===== src/rtl/stf_pkg.sv =====
package stf_pkg;

  // Coordinate format of both point sets: signed, 8 fraction bits.
  localparam int COORD_BITS = 24;
  localparam int CU_W       = COORD_BITS + 1;
  localparam int MUL_W      = 33;
  localparam int WORD_W     = 64;
  localparam int AB_W       = 63 - COORD_BITS;
  localparam int XY_W       = 34;
  localparam int Z_W        = 32;
  localparam int EXP_W      = 8;
  localparam int EXTRA_W    = 6;
  localparam int STEP_W     = 5;
  localparam int CORDIC_STEPS = 24;
  localparam int ROT_W      = 19;
  localparam int SCALE_W    = 24;
  localparam int STATUS_W   = 2;
  localparam int THRESH_W   = 16;

  localparam logic [WORD_W-1:0] AB_CAP    = 64'd1 << (61 - COORD_BITS);
  localparam logic [WORD_W-1:0] SCALE_MAX = 64'hFF_FFFF;
  localparam logic [WORD_W-1:0] NO_CAP    = '1;
  localparam logic [SCALE_W-1:0] SCALE_ONE = 24'd65536;
  localparam logic signed [Z_W-1:0] ANGLE_PI = 32'sd52707179;
  localparam logic signed [Z_W-1:0] ANGLE_OUT_MAX = 32'sd205887;
  localparam logic [29:0] INV_GAIN_Q30 = 30'd652032875;
  localparam logic signed [EXP_W-1:0] EXP_INIT = 8'sd16;
  localparam logic [THRESH_W-1:0] THRESH_RESET = 16'd1;

  // Result status codes.
  localparam logic [STATUS_W-1:0] FIT_FULL  = 2'd0;
  localparam logic [STATUS_W-1:0] FIT_FEW   = 2'd1;
  localparam logic [STATUS_W-1:0] FIT_DEGEN = 2'd2;

  typedef struct packed {
    logic signed [COORD_BITS-1:0] map_x;
    logic signed [COORD_BITS-1:0] map_y;
    logic signed [COORD_BITS-1:0] robot_x;
    logic signed [COORD_BITS-1:0] robot_y;
    logic                         last_pair;
  } pair_t;

  typedef struct packed {
    logic signed [ROT_W-1:0]      rotation;
    logic [SCALE_W-1:0]           scale;
    logic signed [COORD_BITS-1:0] shift_x;
    logic signed [COORD_BITS-1:0] shift_y;
    logic [STATUS_W-1:0]          fit_status;
  } fit_t;

  // Request to the shared divider: floor(num * 2^extra / den), capped.
  typedef struct packed {
    logic               start;
    logic [WORD_W-1:0]  num;
    logic [WORD_W-1:0]  den;
    logic [EXTRA_W-1:0] extra;
    logic [WORD_W-1:0]  cap;
  } div_req_t;

  typedef struct packed {
    logic                   start;
    logic signed [XY_W-1:0] x;
    logic signed [XY_W-1:0] y;
  } cordic_req_t;

  typedef enum logic [4:0] {
    ST_IDLE,
    ST_START,
    ST_MEAN_GO,
    ST_MEAN_WAIT,
    ST_READ,
    ST_CENTER,
    ST_SUM_MUL,
    ST_SUM_ACC,
    ST_CHECK,
    ST_AB_GO,
    ST_AB_WAIT,
    ST_TR_MUL,
    ST_TR_ACC,
    ST_ROUND,
    ST_NORM,
    ST_CORDIC_GO,
    ST_CORDIC_WAIT,
    ST_GAIN_MUL,
    ST_GAIN_ACC,
    ST_SCALE_GO,
    ST_SCALE_WAIT,
    ST_OUT
  } state_t;

  // Arctangent of 2^-i with 24 fraction bits.
  function automatic logic signed [Z_W-1:0] cordic_atan(input logic [STEP_W-1:0] i);
    logic signed [Z_W-1:0] r;
    case (i)
      5'd0:    r = 32'sd13176795;
      5'd1:    r = 32'sd7778716;
      5'd2:    r = 32'sd4110060;
      5'd3:    r = 32'sd2086331;
      5'd4:    r = 32'sd1047214;
      5'd5:    r = 32'sd524117;
      5'd6:    r = 32'sd262123;
      5'd7:    r = 32'sd131069;
      5'd8:    r = 32'sd65536;
      5'd9:    r = 32'sd32768;
      5'd10:   r = 32'sd16384;
      5'd11:   r = 32'sd8192;
      5'd12:   r = 32'sd4096;
      5'd13:   r = 32'sd2048;
      5'd14:   r = 32'sd1024;
      5'd15:   r = 32'sd512;
      5'd16:   r = 32'sd256;
      5'd17:   r = 32'sd128;
      5'd18:   r = 32'sd64;
      5'd19:   r = 32'sd32;
      5'd20:   r = 32'sd16;
      5'd21:   r = 32'sd8;
      5'd22:   r = 32'sd4;
      5'd23:   r = 32'sd2;
      default: r = 32'sd0;
    endcase
    return r;
  endfunction

  // Saturate a wide signed value to the coordinate width.
  function automatic logic signed [COORD_BITS-1:0] sat_coord(input logic signed [WORD_W-1:0] v);
    logic signed [WORD_W-1:0] hi;
    logic signed [WORD_W-1:0] lo;
    logic signed [COORD_BITS-1:0] r;
    hi = (64'sd1 <<< (COORD_BITS - 1)) - 64'sd1;
    lo = -hi - 64'sd1;
    if (v > hi) begin
      r = hi[COORD_BITS-1:0];
    end else if (v < lo) begin
      r = lo[COORD_BITS-1:0];
    end else begin
      r = v[COORD_BITS-1:0];
    end
    return r;
  endfunction

endpackage


===== src/rtl/stf_cordic.sv =====
module stf_cordic (
  input  logic                            clk,
  input  logic                            rst,
  input  stf_pkg::cordic_req_t            req,
  output logic                            done,
  output logic signed [stf_pkg::XY_W-1:0] x_out,
  output logic signed [stf_pkg::Z_W-1:0]  z_out
);
  import stf_pkg::*;

  logic                   busy;
  logic [STEP_W-1:0]      step;
  logic signed [XY_W-1:0] x;
  logic signed [XY_W-1:0] y;
  logic signed [Z_W-1:0]  z;
  logic signed [XY_W-1:0] dx;
  logic signed [XY_W-1:0] dy;
  logic                   last_step;

  always_comb begin
    dx        = y >>> step;
    dy        = x >>> step;
    last_step = (step == STEP_W'(CORDIC_STEPS - 1));
  end

  always_ff @(posedge clk) begin
    if (rst) begin
      busy <= 1'b0;
      done <= 1'b0;
    end else begin
      done <= busy && last_step;
      if (req.start) begin
        busy <= 1'b1;
      end else if (busy && last_step) begin
        busy <= 1'b0;
      end
    end
  end

  // Vectoring mode: fold the left half-plane over, then rotate y towards zero.
  always_ff @(posedge clk) begin
    if (req.start) begin
      step <= '0;
      if (req.x < 0) begin
        x <= -req.x;
        y <= -req.y;
        z <= (req.y >= 0) ? ANGLE_PI : -ANGLE_PI;
      end else begin
        x <= req.x;
        y <= req.y;
        z <= '0;
      end
    end else if (busy) begin
      step <= step + STEP_W'(1);
      if (y > 0) begin
        x <= x + dx;
        y <= y - dy;
        z <= z + cordic_atan(step);
      end else begin
        x <= x - dx;
        y <= y + dy;
        z <= z - cordic_atan(step);
      end
    end
  end

  assign x_out = x;
  assign z_out = z;

endmodule

===== config.mk =====
export PLATFORM = sky130hd
export DESIGN_NAME = stf_cordic
export DESIGN_NICKNAME = d
export VERILOG_FILES = /design/src/rtl/stf_pkg.sv /design/src/rtl/stf_cordic.sv
export SDC_FILE = /design/constraint.sdc
export NUM_CORES = 1
export LEC_CHECK = 0
export BUFFER_PORTS_ARGS = -buffer_cell sky130_fd_sc_hd__buf_4
export CORE_ASPECT_RATIO = 1.75
export CORE_UTILIZATION = 45
export CTS_CLUSTER_SIZE = 8
export DETAILED_ROUTE_END_ITERATION = 7
export SETUP_SLACK_MARGIN = 0.02
export SLEW_MARGIN = 30
export SYNTH_ARGS = -nofsm -noshare
export SYNTH_HDL_FRONTEND = slang
export SYNTH_SLANG_ARGS = --single-unit
export TNS_END_PERCENT = 50

===== constraint.sdc =====
create_clock -name clk -period 9.9 [get_ports clk]
set_input_delay 1.485 -clock clk [delete_from_list [all_inputs] [get_ports clk]]
set_output_delay 1.485 -clock clk [all_outputs]
set_load 0.01 [all_outputs]

# After elaboration in Yosys (flattened, before gate mapping)
# Memory sizes are Yosys's and may differ from the RTL's. A register that Yosys moved wholly into a read port is not among the register bits.
# Index checks and enable logic that the tools add are counted.
# totals
ff_bits,107
romBits,1536
input_bits,71
out_inout_bits,67
elab_cells,51
memories,2
# mem_list
memory,words,width,rd,rd_clocked_by_memory_dff,write_ports,line,text
(no name shown),32,24,1,1,0,stf_pkg.sv:94,case (i)
(no name shown),32,24,1,1,0,stf_pkg.sv:94,
# op_classes
add_sub_neg,9
magnitude_cmp,3
eq_ne,1
shift,2
muxes,25
reduce_logical,3
# op_table
op,count
two-way mux 32 bit,11
two-way mux 34 bit,8
adder 34 bit,2
negator 34 bit,2
>>> shifter 34 x 5 -> 34 bit,2
subtractor 34 bit,2
>= comparator 34 x 1 -> 1 bit (second input constant),1
> comparator 34 x 1 -> 1 bit (second input constant),1
less-than comparator 34 x 1 -> 1 bit (second input constant),1
adder 32 bit,1
subtractor 32 bit,1
two-way mux 5 bit,4
adder 5 x 1 -> 5 bit (second input constant),1
equality test 5 bit (second input constant),1
nonzero test 2 bit,2
two-way mux 1 bit,2
logical AND 1 bit,1

# Logic depth before layout (Yosys ltp)
# Gate-level depths: netlist of run 1.
# logic_depth
depth_word,8
mapped_depth,27
ltp_nobuf,22

# Least setup slack after synthesis of run 1
# No wires, ideal clock.
# synth_path
kind,register to register
start,register step[2]
end,"register x[33] (netlist: x_out[33]), data pin"
setup_ns,0.269
arrival_ns,5.164
required_time_ns,9.631
path_slack_ns,4.467
path_stages_with_launch,23
path_buffers,4
period_less_slack_ns,5.433
path_cell_list,dfxtp_1 -> buf_6 -> buf_6 -> buf_2 -> buf_1 -> mux4_2 -> o32ai_2 -> ha_1 -> nand3_1 -> nor2_1 -> a31oi_1 -> xor2_1 -> ha_1 -> a21o_1 -> a21oi_1 -> nand2_1 -> nor3_1 -> o31ai_1 -> a221oi_1 -> o311ai_0 -> a2111oi_0 -> o21a_1 -> o32ai_1
# synth_via
elab_chain_cells,5
word_cells_on_any_way,6
# synth_rtl
item,line,text
start: declaration,stf_cordic.sv:12,logic [STEP_W-1:0] step;
start signal: assignment,stf_cordic.sv:54,step <= step + STEP_W'(1);
>>> shifter 34 x 5 -> 34 bit (*),stf_cordic.sv:21,dx = y >>> step;
subtractor 34 bit / adder 34 bit (equally long branches),"stf_cordic.sv:60, stf_cordic.sv:56",
two-way mux 34 bit (*),stf_cordic.sv:55,if (y > 0) begin
two-way mux 34 bit (*),stf_cordic.sv:53,end else if (busy) begin
two-way mux 34 bit (*),stf_cordic.sv:42,if (req.start) begin
end signal: assignment,stf_cordic.sv:45,x <= -req.x;
end signal: assignment,stf_cordic.sv:56,x <= x + dx;
end signal: assignment,stf_cordic.sv:60,x <= x - dx;
end: declaration,stf_cordic.sv:13,logic signed [XY_W-1:0] x;
# Mark *: on every way between the ends. The rest lies on a longest branch, timed or not. The select of a mux whose other input is x is not followed.
# A chain may end at the register's enable or synchronous reset.

# Worst setup path after layout of run 1
# layout_path
start,register step[0]
end,"register x[33] (netlist: x_out[33]), data pin"
# Same word-level chain as after synthesis.

==> results of run 1 <==
per-layer routing:
layer	wire length, um	vias to the layer above	GRT usage, %
met5	0	-	0
met4	4390	0	19.7
met3	4760	220	6.07
met2	36700	725	61.2
met1	25100	8752	36.3
li1	-	8403	-
kinds of logic after synthesis:
family / synth area share, %
AO/OA/AOI/OAI: 23.8
XOR/XNOR: 10.4
adder cells (fa/ha/maj): 7.63
buffers and inverters: 4.56
flip-flops: 19.6
multiplexers: 15.7
AND/OR/NAND/NOR: 18.3
cell type report:
cell class,count,area (sq um)
multi-input cells,1876,14100
clock buffers,17,425
clock inverters,15,180
repair buffers,159,1190
fillers,3984,19900
well taps,544,681
inverters,47,176
flip-flops and latches,131,3640
power by group through the flow:
stage	registers [mW]	clock network [mW]	logic [mW]
6_report	1.56	0.680	7.04
5_1_grt	1.57	0.710	7.70
4_1_cts	1.53	0.688	6.94
3_5_place_dp	1.54	0	6.89
3_3_place_gp	1.54	0	6.82
2_1_floorplan	1.29	0	5.16
critical path: stages, from the launching register on:
cell and delay, ns:
dfxtp_4 0.86, inv_2 0.55, mux2i_1 0.95, o211ai_1 0.38
a21oi_2 0.34, nand4b_2 0.24, nor3_4 0.38, nor2_1 0.11
xnor2_1 0.15, ha_1 0.37, and3_1 0.23, nor2_1 0.05
nand2_1 0.06, o21ai_0 0.10, o31ai_1 0.52, a221oi_1 0.26
o311ai_0 0.88, a2111oi_0 0.29, o21a_1 0.23, o32ai_1 0.24
synthesized netlist by cell type, types with 9 or more instances:
cell type    n  share of area, %
nor3_1      38               1.0
or4_1       20              0.81
xor2_1      93               4.4
dfxtp_1     31               3.4
a21o_1      61               2.5
or2_2       18              0.61
a221oi_1     9              0.43
xnor2_1    127               6.0
nor2_1     180               3.7
buf_1       19              0.39
nand2b_1    29              0.98
a211oi_1    23              0.93
o31ai_1     25               1.0
mux4_2      76               9.3
o21a_1      18              0.73
o211ai_1    18              0.73
nand3_1     36              0.97
nor4_1      19              0.64
inv_1       40              0.81
a21oi_1    134               3.6
mux2_2      23               1.4
o21ai_0    181               4.9
mux2i_1     69               3.7
a31oi_1     17              0.58
and2_1      18              0.61
o22ai_1     21              0.71
mux2_1      20               1.2
buf_2       23              0.62
nand4_1     20              0.68
ha_1       108               7.3
and3_1      19              0.64
o21ai_1     13              0.35
nand2_1    216               4.4
o41ai_1     20              0.95
o21bai_1    13              0.53
a22oi_1      9              0.37
edfxtp_1   100                16
clkbuf_1    70               1.4
buf_6       18               1.1
or3_1       22              0.74
nor2b_1     15              0.51
cells in the final DEF (no fill, tap or decap), types with 36 or more instances in the layout:
cell type,count
inv_1,40
nor2_1,180
mux2i_1,69
ha_1,108
mux4_2,76
nand3_1,36
edfxtp_1,100
xnor2_1,127
buf_4,158
xor2_1,93
a21o_1,61
nand2_1,216
a21oi_1,133
nor3_1,38
o21ai_0,180
per-stage QoR:
step | util (%) | worst slack, ns
after CTS | 50.5 | 2.64
after detailed placement | 49.0 | 2.72
after global placement | 48.9 | 2.92
after global routing | 50.5 | 2.14
final | 50.5 | 2.48
after floorplan | - | 4.47
path summary, 6_finish.rpt:
kind	from	endpoint	slack [ns]	cells after the start
hold reg to reg	busy$_SDFFE_PP0P_	done$_SDFF_PP0_	0.61	2
setup / recovery	step[0]$_SDFFE_PP0P_	x_out[33]$_DFFE_PP_	2.48	19
setup reg to reg	step[0]$_SDFFE_PP0P_	x_out[33]$_DFFE_PP_	2.48	19
hold / removal	busy$_SDFFE_PP0P_	done$_SDFF_PP0_	0.61	2
==> reports/qor.csv, run 1 <==
metric,value,unit
CP endpoint kind,flop,
worst hold path class,reg2reg,
post-CTS sizing,0,
Antenna diodes,0,
1st-pass router iterations,7,
fraction of registers with async set/reset,0,%
gr usage total,33.8,%
Die Ht,270,um
initial antenna violation count,0,
RSZ-0062 raised after global routing,false,
Core ar.,40300,sq um
routed wire length per instance,25.4,um
worst path required time,10.16,ns
gpl congestion,1.02,
Via density,6.49,
Setup Crit Path Kind,reg2reg,
placed instance count,2756,
ratio of cells with drive above 1 in the final layout,15.8,%
die span in x,155,um
Die Area,41900,sq um
Seq pwr share,16.8,%
grt ovf,0,
synthesized netlist cell count,2186,
Switching Fraction,52.8,%
P_leak,7.99,nW
largest net degree at the start of global routing,80,
worst clock skew,0.0204,ns
Synth cell types,102,
net switching power,4.90,mW
Logic pwr share,75.9,%
Main synth FF type,edfxtp_1,
syn nets,2368,
Clock transition at path regs,0.08,ns
worst vdd ir,0.213,mV
clk_lat worst skew,0.45,ns
I/O pin cnt,138,
slew margin rel.,27.9,%
number of port buffers,137,
1st-iter DRT viols,1395,
critical path arrival,7.68,ns
final instance area,20400,sq um
vias in the first global route,18100,
post-synthesis sequential area ratio,19.6,%
TritonCTS clock tree,yes,
area grow syn2layout,10.1,%
worst-margin pin slew,1.05,ns
worst-path maximum fanout,64,
power per cell area,456,nW/um^2
detailed placer's ending HPWL,54.1,mm
CTS root buffer,clkbuf_16,
WL final,70.9,mm
Clock Path Buffers,2,
PnR Total Power,9.28,mW
DRT antenna net count,0,
Non-Filler Instances,2789,
final hold slack,0.608,ns
hold-fix buffers at CTS,0,
#FFs+latches synth,131,
DP Area,19700,sq um
"Avg Cell Area, Syn",8.46,sq um
CP startpoint kind,flop,
status,"complete, no violations",
CTS Buf Count,17,
Internal,4.38,mW
Site Rows,97,
Fmax,0.135,GHz
clock power share,7.3,%
postcts setup bufs,0,
"Setup violations, final",0,
# H-tree levels,4,
Tcrit/Tclk final,75.0,%
first-pass GRT wire length,107,mm
"EDFF count, synth",100,
Clock Sinks,131,
Mapped Area,18500,sq um
Final min period,7.42,ns
total number of yosys warnings,0,
drc violations,0,
Final Hold Vio Count,0,
nets,2414,
count of pins over their slew limit,0,
max-cap violations,0,
DR vias,18100,
TNS Setup,0,ns
starting density of the core,45.9,%
(Power assumes the default switching activity.)
==> inputs of run 2 (changes only) <==
==> constraint.sdc (replaced) <==
create_clock -name clk -period 6.7 [get_ports clk]
set_input_delay 1.005 -clock clk [delete_from_list [all_inputs] [get_ports clk]]
set_output_delay 1.005 -clock clk [all_outputs]
set_load 0.01 [all_outputs]
==> reports/qor.csv, run 2 (synthesis gave the netlist of run 1 again) <==
metric,value,unit,change
fillers,3923,,was 3984
Clock Sinks,131,,unchanged
power per cell area,667,nW/um^2,was 456 nW/um^2
CTS Buf Count,17,,unchanged
I/O pin cnt,138,,unchanged
Core ar.,40300,sq um,unchanged
count of pins over their slew limit,0,,unchanged
Top Metal Used,met4,,unchanged
ratio of cells with drive above 1 in the final layout,18.3,%,was 15.8%
Antenna diodes,0,,unchanged
largest net degree at the start of global routing,76,,was 80
Clock Path Buffers,2,,unchanged
drc violations,0,,unchanged
hold-fix buffers at CTS,0,,unchanged
gr usage total,35.2,%,was 33.8%
fin worst setup slack,0.334,ns,was 2.48 ns
Met1 Wirelength,26.6,mm,was 25.1 mm
met3 WL,4.53,mm,was 4.76 mm
1st-pass router iterations,5,,was 7
Final min period,6.37,ns,was 7.42 ns
grt ovf,0,,unchanged
CP endpoint kind,flop,,unchanged
status,"complete, no violations",,unchanged
Post-Place Worst Slack,0.337,ns,was 2.72 ns
Met2 Wirelength,38.1,mm,was 36.7 mm
TNS Setup,0,ns,unchanged
Final Hold Vio Count,0,,unchanged
starting density of the core,45.9,%,unchanged
P_leak,8.34,nW,was 7.99 nW
gpl congestion,1.01,,was 1.02
Clock transition at path regs,0.09,ns,was 0.08 ns
DRT antenna net count,0,,unchanged
TritonCTS clock tree,yes,,unchanged
hold wc startpoint,busy$_SDFFE_PP0P_,,unchanged
1st-iter DRT viols,1415,,was 1395
max-cap violations,0,,unchanged
worst clock skew,0.0259,ns,was 0.0204 ns
DR vias,18700,,was 18100
first-pass GRT wire length,111,mm,was 107 mm
detailed placer's ending HPWL,57.1,mm,was 54.1 mm
Via density,6.53,,was 6.49
worst-margin pin slew,0.905,ns,was 1.05 ns
nets,2482,,was 2414
routed wire length per instance,25.9,um,was 25.4 um
WL final,73.9,mm,was 70.9 mm
Setup Crit Path Kind,reg2reg,,unchanged
final instance area,21000,sq um,was 20400 sq um
slew margin rel.,39.1,%,was 27.9%
DP Area,20300,sq um,was 19700 sq um
Worst R2R Start,y[29]$_DFFE_PP_,,was step[0]$_SDFFE_PP0P_
RSZ-0062 raised after global routing,true,,was false
clk_lat worst skew,0.47,ns,was 0.45 ns
CP startpoint kind,flop,,unchanged
# H-tree levels,4,,unchanged
Site Rows,97,,unchanged
Die Area,41900,sq um,unchanged
Fmax,0.157,GHz,was 0.135 GHz
PnR Total Power,14.0,mW,was 9.28 mW
"commonest non-fill, non-tap cells in the layout","216 x nand2_1, 216 x buf_4, 180 x o21ai_0, 178 x nor2_1, 132 x a21oi_1",,"was 216 x nand2_1, 180 x nor2_1, 180 x o21ai_0, 158 x buf_4, 133 x a21oi_1"
critical path arrival,6.53,ns,was 7.68 ns
Die Ht,270,um,unchanged
CP startpoint,y[29]$_DFFE_PP_,,was step[0]$_SDFFE_PP0P_
worst-path maximum fanout,11,,was 64
die span in x,155,um,unchanged
CTS root buffer,clkbuf_16,,unchanged
number of port buffers,137,,unchanged
worst vdd ir,0.351,mV,was 0.213 mV
area grow syn2layout,13.6,%,was 10.1%
vias in the first global route,18700,,was 18100
worst hold path class,reg2reg,,unchanged
worst path required time,6.86,ns,was 10.16 ns
Tcrit/Tclk final,95.0,%,was 75.0%
"Setup violations, final",0,,unchanged
initial antenna violation count,0,,unchanged
-- run 2: cell types whose count changed in the layout (fill, tap and decap cells not counted), sizes merged --
cell | previous run | this run
buf | 158 | 227
bufinv | 1 | 2
clkinv | 6 | 5
inv | 55 | 51
clkinvlp | 0 | 3
-- run 2: report_power, final --
group | total (mW) | switching (mW) | leakage [nW] | internal, mW
Sequential | 2.28 | 0.807 | 1.28 | 1.47
Clock | 1.03 | 0.460 | 0.290 | 0.572
Combinational | 10.7 | 6.04 | 6.76 | 4.68
-- run 2: worst max-delay path: stages, from the launching register on --
cell       delay [ns]
edfxtp_1         0.62
nor4_1           0.43
nand4_1          0.14
nor4_1           0.71
nand2_1          0.23
nand2_1          0.38
nor2_1           0.11
xor2_1           0.28
ha_1             0.34
a21o_1           0.20
a21o_1           0.20
a2111oi_0        0.70
o211ai_1         0.33
a32oi_1          0.41
o211ai_1         0.22
a41oi_1          0.44
nor4b_1          0.11
nor2_1           0.12
o211ai_1         0.09
-- run 2: path summary, 6_finish.rpt --
path	end	slack [ns]	cells after the start
min	done$_SDFF_PP0_	0.61	2
max reg2reg	x_out[32]$_DFFE_PP_	0.33	18
max	x_out[32]$_DFFE_PP_	0.33	18
min reg2reg	done$_SDFF_PP0_	0.61	2
-- run 2: cell type report --
cell class	instances	area [sq um]	share of cell area, %
clock inverters	14	169	0.804
repair buffers	227	1840	8.74
flip-flops and latches	131	3640	17.3
well taps	544	681	3.24
clock buffers	18	439	2.09
inverters	47	176	0.840
multi-input cells	1876	14100	67.0
-- run 2: timing repair --
item	4_1_cts	5_1_grt
endpoints found under the setup margin	0	5
resized for setup	0	9
buffers inserted	0	2
-- run 2: routing by layer --
layer  GRT usage (%)  vias to the layer above
met2            63.5                      828
met3            4.88                      232
li1                -                     8536
met5           0.238                        -
met4            21.3                        0
met1            38.5                     9074
-- run 2: metrics by stage --
step	utilization, %	hold WS (ns)	std cells
6_report	52.1	0.612	2857
5_1_grt	52.1	0.699	2857
3_5_place_dp	50.5	0.605	2823
2_1_floorplan	-	0.616	2186
3_3_place_gp	50.5	0.587	2823
4_1_cts	52.0	0.614	2855
==> inputs of run 3 (changes only) <==
--- a/config.mk
+++ b/config.mk
@@ -7,9 +7,11 @@
 export LEC_CHECK = 0
 export BUFFER_PORTS_ARGS = -buffer_cell sky130_fd_sc_hd__buf_4
 export CORE_ASPECT_RATIO = 1.75
-export CORE_UTILIZATION = 45
+export CORE_UTILIZATION = 57
+export CTS_BUF_LIST = sky130_fd_sc_hd__clkbuf_16
 export CTS_CLUSTER_SIZE = 8
 export DETAILED_ROUTE_END_ITERATION = 7
+export PLACE_DENSITY = 0.79
 export SETUP_SLACK_MARGIN = 0.02
 export SLEW_MARGIN = 30
 export SYNTH_ARGS = -nofsm -noshare
==> reports/qor.csv, run 3 (synthesis gave the netlist of run 1 again) <==
metric,value,unit,change
status,"complete, but fails checks",,"was complete, no violations"
violations in the final reports,design-rule violations,,
DR vias,19000,,was 18700
TNS Setup,0,ns,unchanged
P_leak,8.36,nW,was 8.34 nW
"commonest non-fill, non-tap cells in the layout","228 x buf_4, 216 x nand2_1, 179 x nor2_1, 179 x o21ai_0, 132 x a21oi_1",,"was 216 x nand2_1, 216 x buf_4, 180 x o21ai_0, 178 x nor2_1, 132 x a21oi_1"
1st-iter DRT viols,1643,,was 1415
Setup Crit Path Kind,reg2reg,,unchanged
CTS Buf Count,17,,unchanged
worst-margin pin slew,0.955,ns,was 0.905 ns
multi-input combinational cell area,14100,sq um,about the same
"commonest non-fill, non-tap cell in the layout",buf_4,,
fin worst setup slack,0.438,ns,was 0.334 ns
fillers,2746,,was 3923
Clock transition at path regs,0.07,ns,was 0.09 ns
1st-pass router iterations,8,,was 5
final instance area,20800,sq um,was 21000 sq um
Die Ht,240,um,was 270 um
worst vdd ir,0.435,mV,was 0.351 mV
Worst path slowest cell,dfxtp_4,,was nor4_1
ratio of cells with drive above 1 in the final layout,18.6,%,was 18.3%
DRT antenna net count,0,,unchanged
count of pins over their slew limit,0,,unchanged
CTS root buffer,clkbuf_16,,unchanged
Via density,6.98,,was 6.53
final hold slack,0.628,ns,was 0.612 ns
gpl congestion,1.04,,was 1.01
critical path arrival,6.43,ns,was 6.53 ns
Site Rows,86,,was 97
DP Area,20200,sq um,was 20300 sq um
Clock Path Buffers,2,,unchanged
gr usage total,42.9,%,was 35.2%
clock power share,6.6,%,was 7.4%
clk_lat worst skew,0.46,ns,was 0.47 ns
# H-tree levels,4,,unchanged
net switching power,7.28,mW,was 7.30 mW
crit-path most repeated cell,o21ai_0,,was o211ai_1
max-cap violations,0,,unchanged
Core ar.,31700,sq um,was 40300 sq um
worst path required time,6.87,ns,was 6.86 ns
critical-path cell list,mux2_1 -> mux4_2 -> nor2_1 -> a2bb2oi_1 -> nand3b_4 -> nor4b_4 -> nand3_1 -> o21ai_0 -> xnor2_1 -> ha_1 -> a21o_1 -> a21o_1 -> a21oi_1 -> o21ai_0 -> and2_1 -> o21ai_0 -> o311ai_0 -> a2111oi_0 -> o21a_1 -> o32ai_1,,was nor4_1 -> nand4_1 -> nor4_1 -> nand2_1 -> nand2_1 -> nor2_1 -> xor2_1 -> ha_1 -> a21o_1 -> a21o_1 -> a2111oi_0 -> o211ai_1 -> a32oi_1 -> o211ai_1 -> a41oi_1 -> nor4b_1 -> nor2_1 -> o211ai_1
Sequential Area,3640,sq um,about the same
Seq pwr share,16.5,%,was 16.2%
worst clock skew,0.0151,ns,was 0.0259 ns
CP startpoint kind,flop,,unchanged
Post-Place Worst Slack,0.325,ns,was 0.337 ns
starting density of the core,58.3,%,was 45.9%
Fmax,0.160,GHz,was 0.157 GHz
die span in x,138,um,was 155 um
vias in the first global route,18800,,was 18700
power per cell area,672,nW/um^2,was 667 nW/um^2
worst-path maximum fanout,27,,was 11
grt ovf,0,,unchanged
drc violations,6,,was 0
Logic pwr share,76.9,%,was 76.4%
Internal,6.70,mW,was 6.72 mW
RSZ-0062 raised after global routing,false,,was true
area grow syn2layout,12.4,%,was 13.6%
CP endpoint kind,flop,,unchanged
crit-path max cell delay,0.64,ns,was 0.71 ns
detailed placer's ending HPWL,54.0,mm,was 57.1 mm
"Setup violations, final",0,,unchanged
Tcrit/Tclk final,93.5,%,was 95.0%
Antenna diodes,0,,unchanged
Clock Sinks,131,,unchanged
TritonCTS clock tree,yes,,unchanged
Final Hold Vio Count,0,,unchanged
"delay-heaviest family, CP",compound AO/OA/AOI/OAI gates,,unchanged
WL final,71.1,mm,was 73.9 mm
Die Area,33200,sq um,was 41900 sq um
slew margin rel.,35.8,%,was 39.1%
WP buf/inv,0,,unchanged
number of port buffers,137,,unchanged
worst hold path class,reg2reg,,unchanged
Final min period,6.26,ns,was 6.37 ns
nets,2491,,was 2482
routed wire length per instance,26.2,um,was 25.9 um
largest net degree at the start of global routing,86,,was 76
first-pass GRT wire length,108,mm,was 111 mm
initial antenna violation count,3,,was 0
utilization after layout,65.5,%,was 52.1%
hold-fix buffers at CTS,0,,unchanged
Switching Fraction,52.1,%,about the same
I/O pin cnt,138,,unchanged
-- run 3: power by group through the flow --
stage / combinational [mW] / clock [mW] / sequential [mW]
2_1_floorplan: 7.63 / 0 / 1.90
3_3_place_gp: 10.3 / 0 / 2.25
3_5_place_dp: 10.4 / 0 / 2.26
4_1_cts: 10.5 / 0.929 / 2.25
5_1_grt: 11.7 / 0.948 / 2.31
6_report: 10.8 / 0.922 / 2.31
-- run 3: through the flow --
| stage | std cells | total power [mW] |
|---|---|---|
| after floorplan | 2186 | 9.53 |
| after global routing | 2718 | 15.0 |
| after detailed placement | 2684 | 12.7 |
| after CTS | 2716 | 13.7 |
| after global placement | 2684 | 12.5 |
| final | 2718 | 14.0 |
-- run 3: final cells by class --
class,count,area share (%)
Clock buffer,17,2.05
Clock inverter,15,0.584
Inverter,47,0.849
Multi-Input combinational cell,1876,67.6
Sequential cell,131,17.5
Tap cell,396,2.38
Timing Repair Buffer,236,9.00
-- run 3: per-layer routing --
| metal | wire, um | part of all wire [%] | GRT usage [%] | vias to the layer above |
|---|---|---|---|---|
| li1 | - | - | - | 8545 |
| met1 | 24600 | 35 | 44.8 | 9049 |
| met2 | 34800 | 49 | 74.6 | 1034 |
| met3 | 5530 | 7.8 | 9.36 | 336 |
| met4 | 6120 | 8.6 | 35.0 | 4 |
| met5 | 27 | 0.038 | 0 | - |
-- run 3: tightest hold or removal path, cell delays in order (launching register included) --
cell and delay [ns]:
dfxtp_1 0.39, nand2_1 0.13, nor4_1 0.05
-- run 3: worst paths after layout --
check / depth (start not counted) / endpoint / from / slack (ns)
max: 20 / x_out[33]$_DFFE_PP_ / step[2]$_SDFFE_PP0P_ / 0.44
min: 2 / done$_SDFF_PP0_ / busy$_SDFFE_PP0P_ / 0.63
max reg2reg: 20 / x_out[33]$_DFFE_PP_ / step[2]$_SDFFE_PP0P_ / 0.44
min reg2reg: 2 / done$_SDFF_PP0_ / busy$_SDFFE_PP0P_ / 0.63
-- run 3: what timing repair did --
item / 4_1_cts / 5_1_grt
endpoints found under the setup margin: 0 / 6
gates resized for setup: 0 / 3
setup buffers: 0 / 2
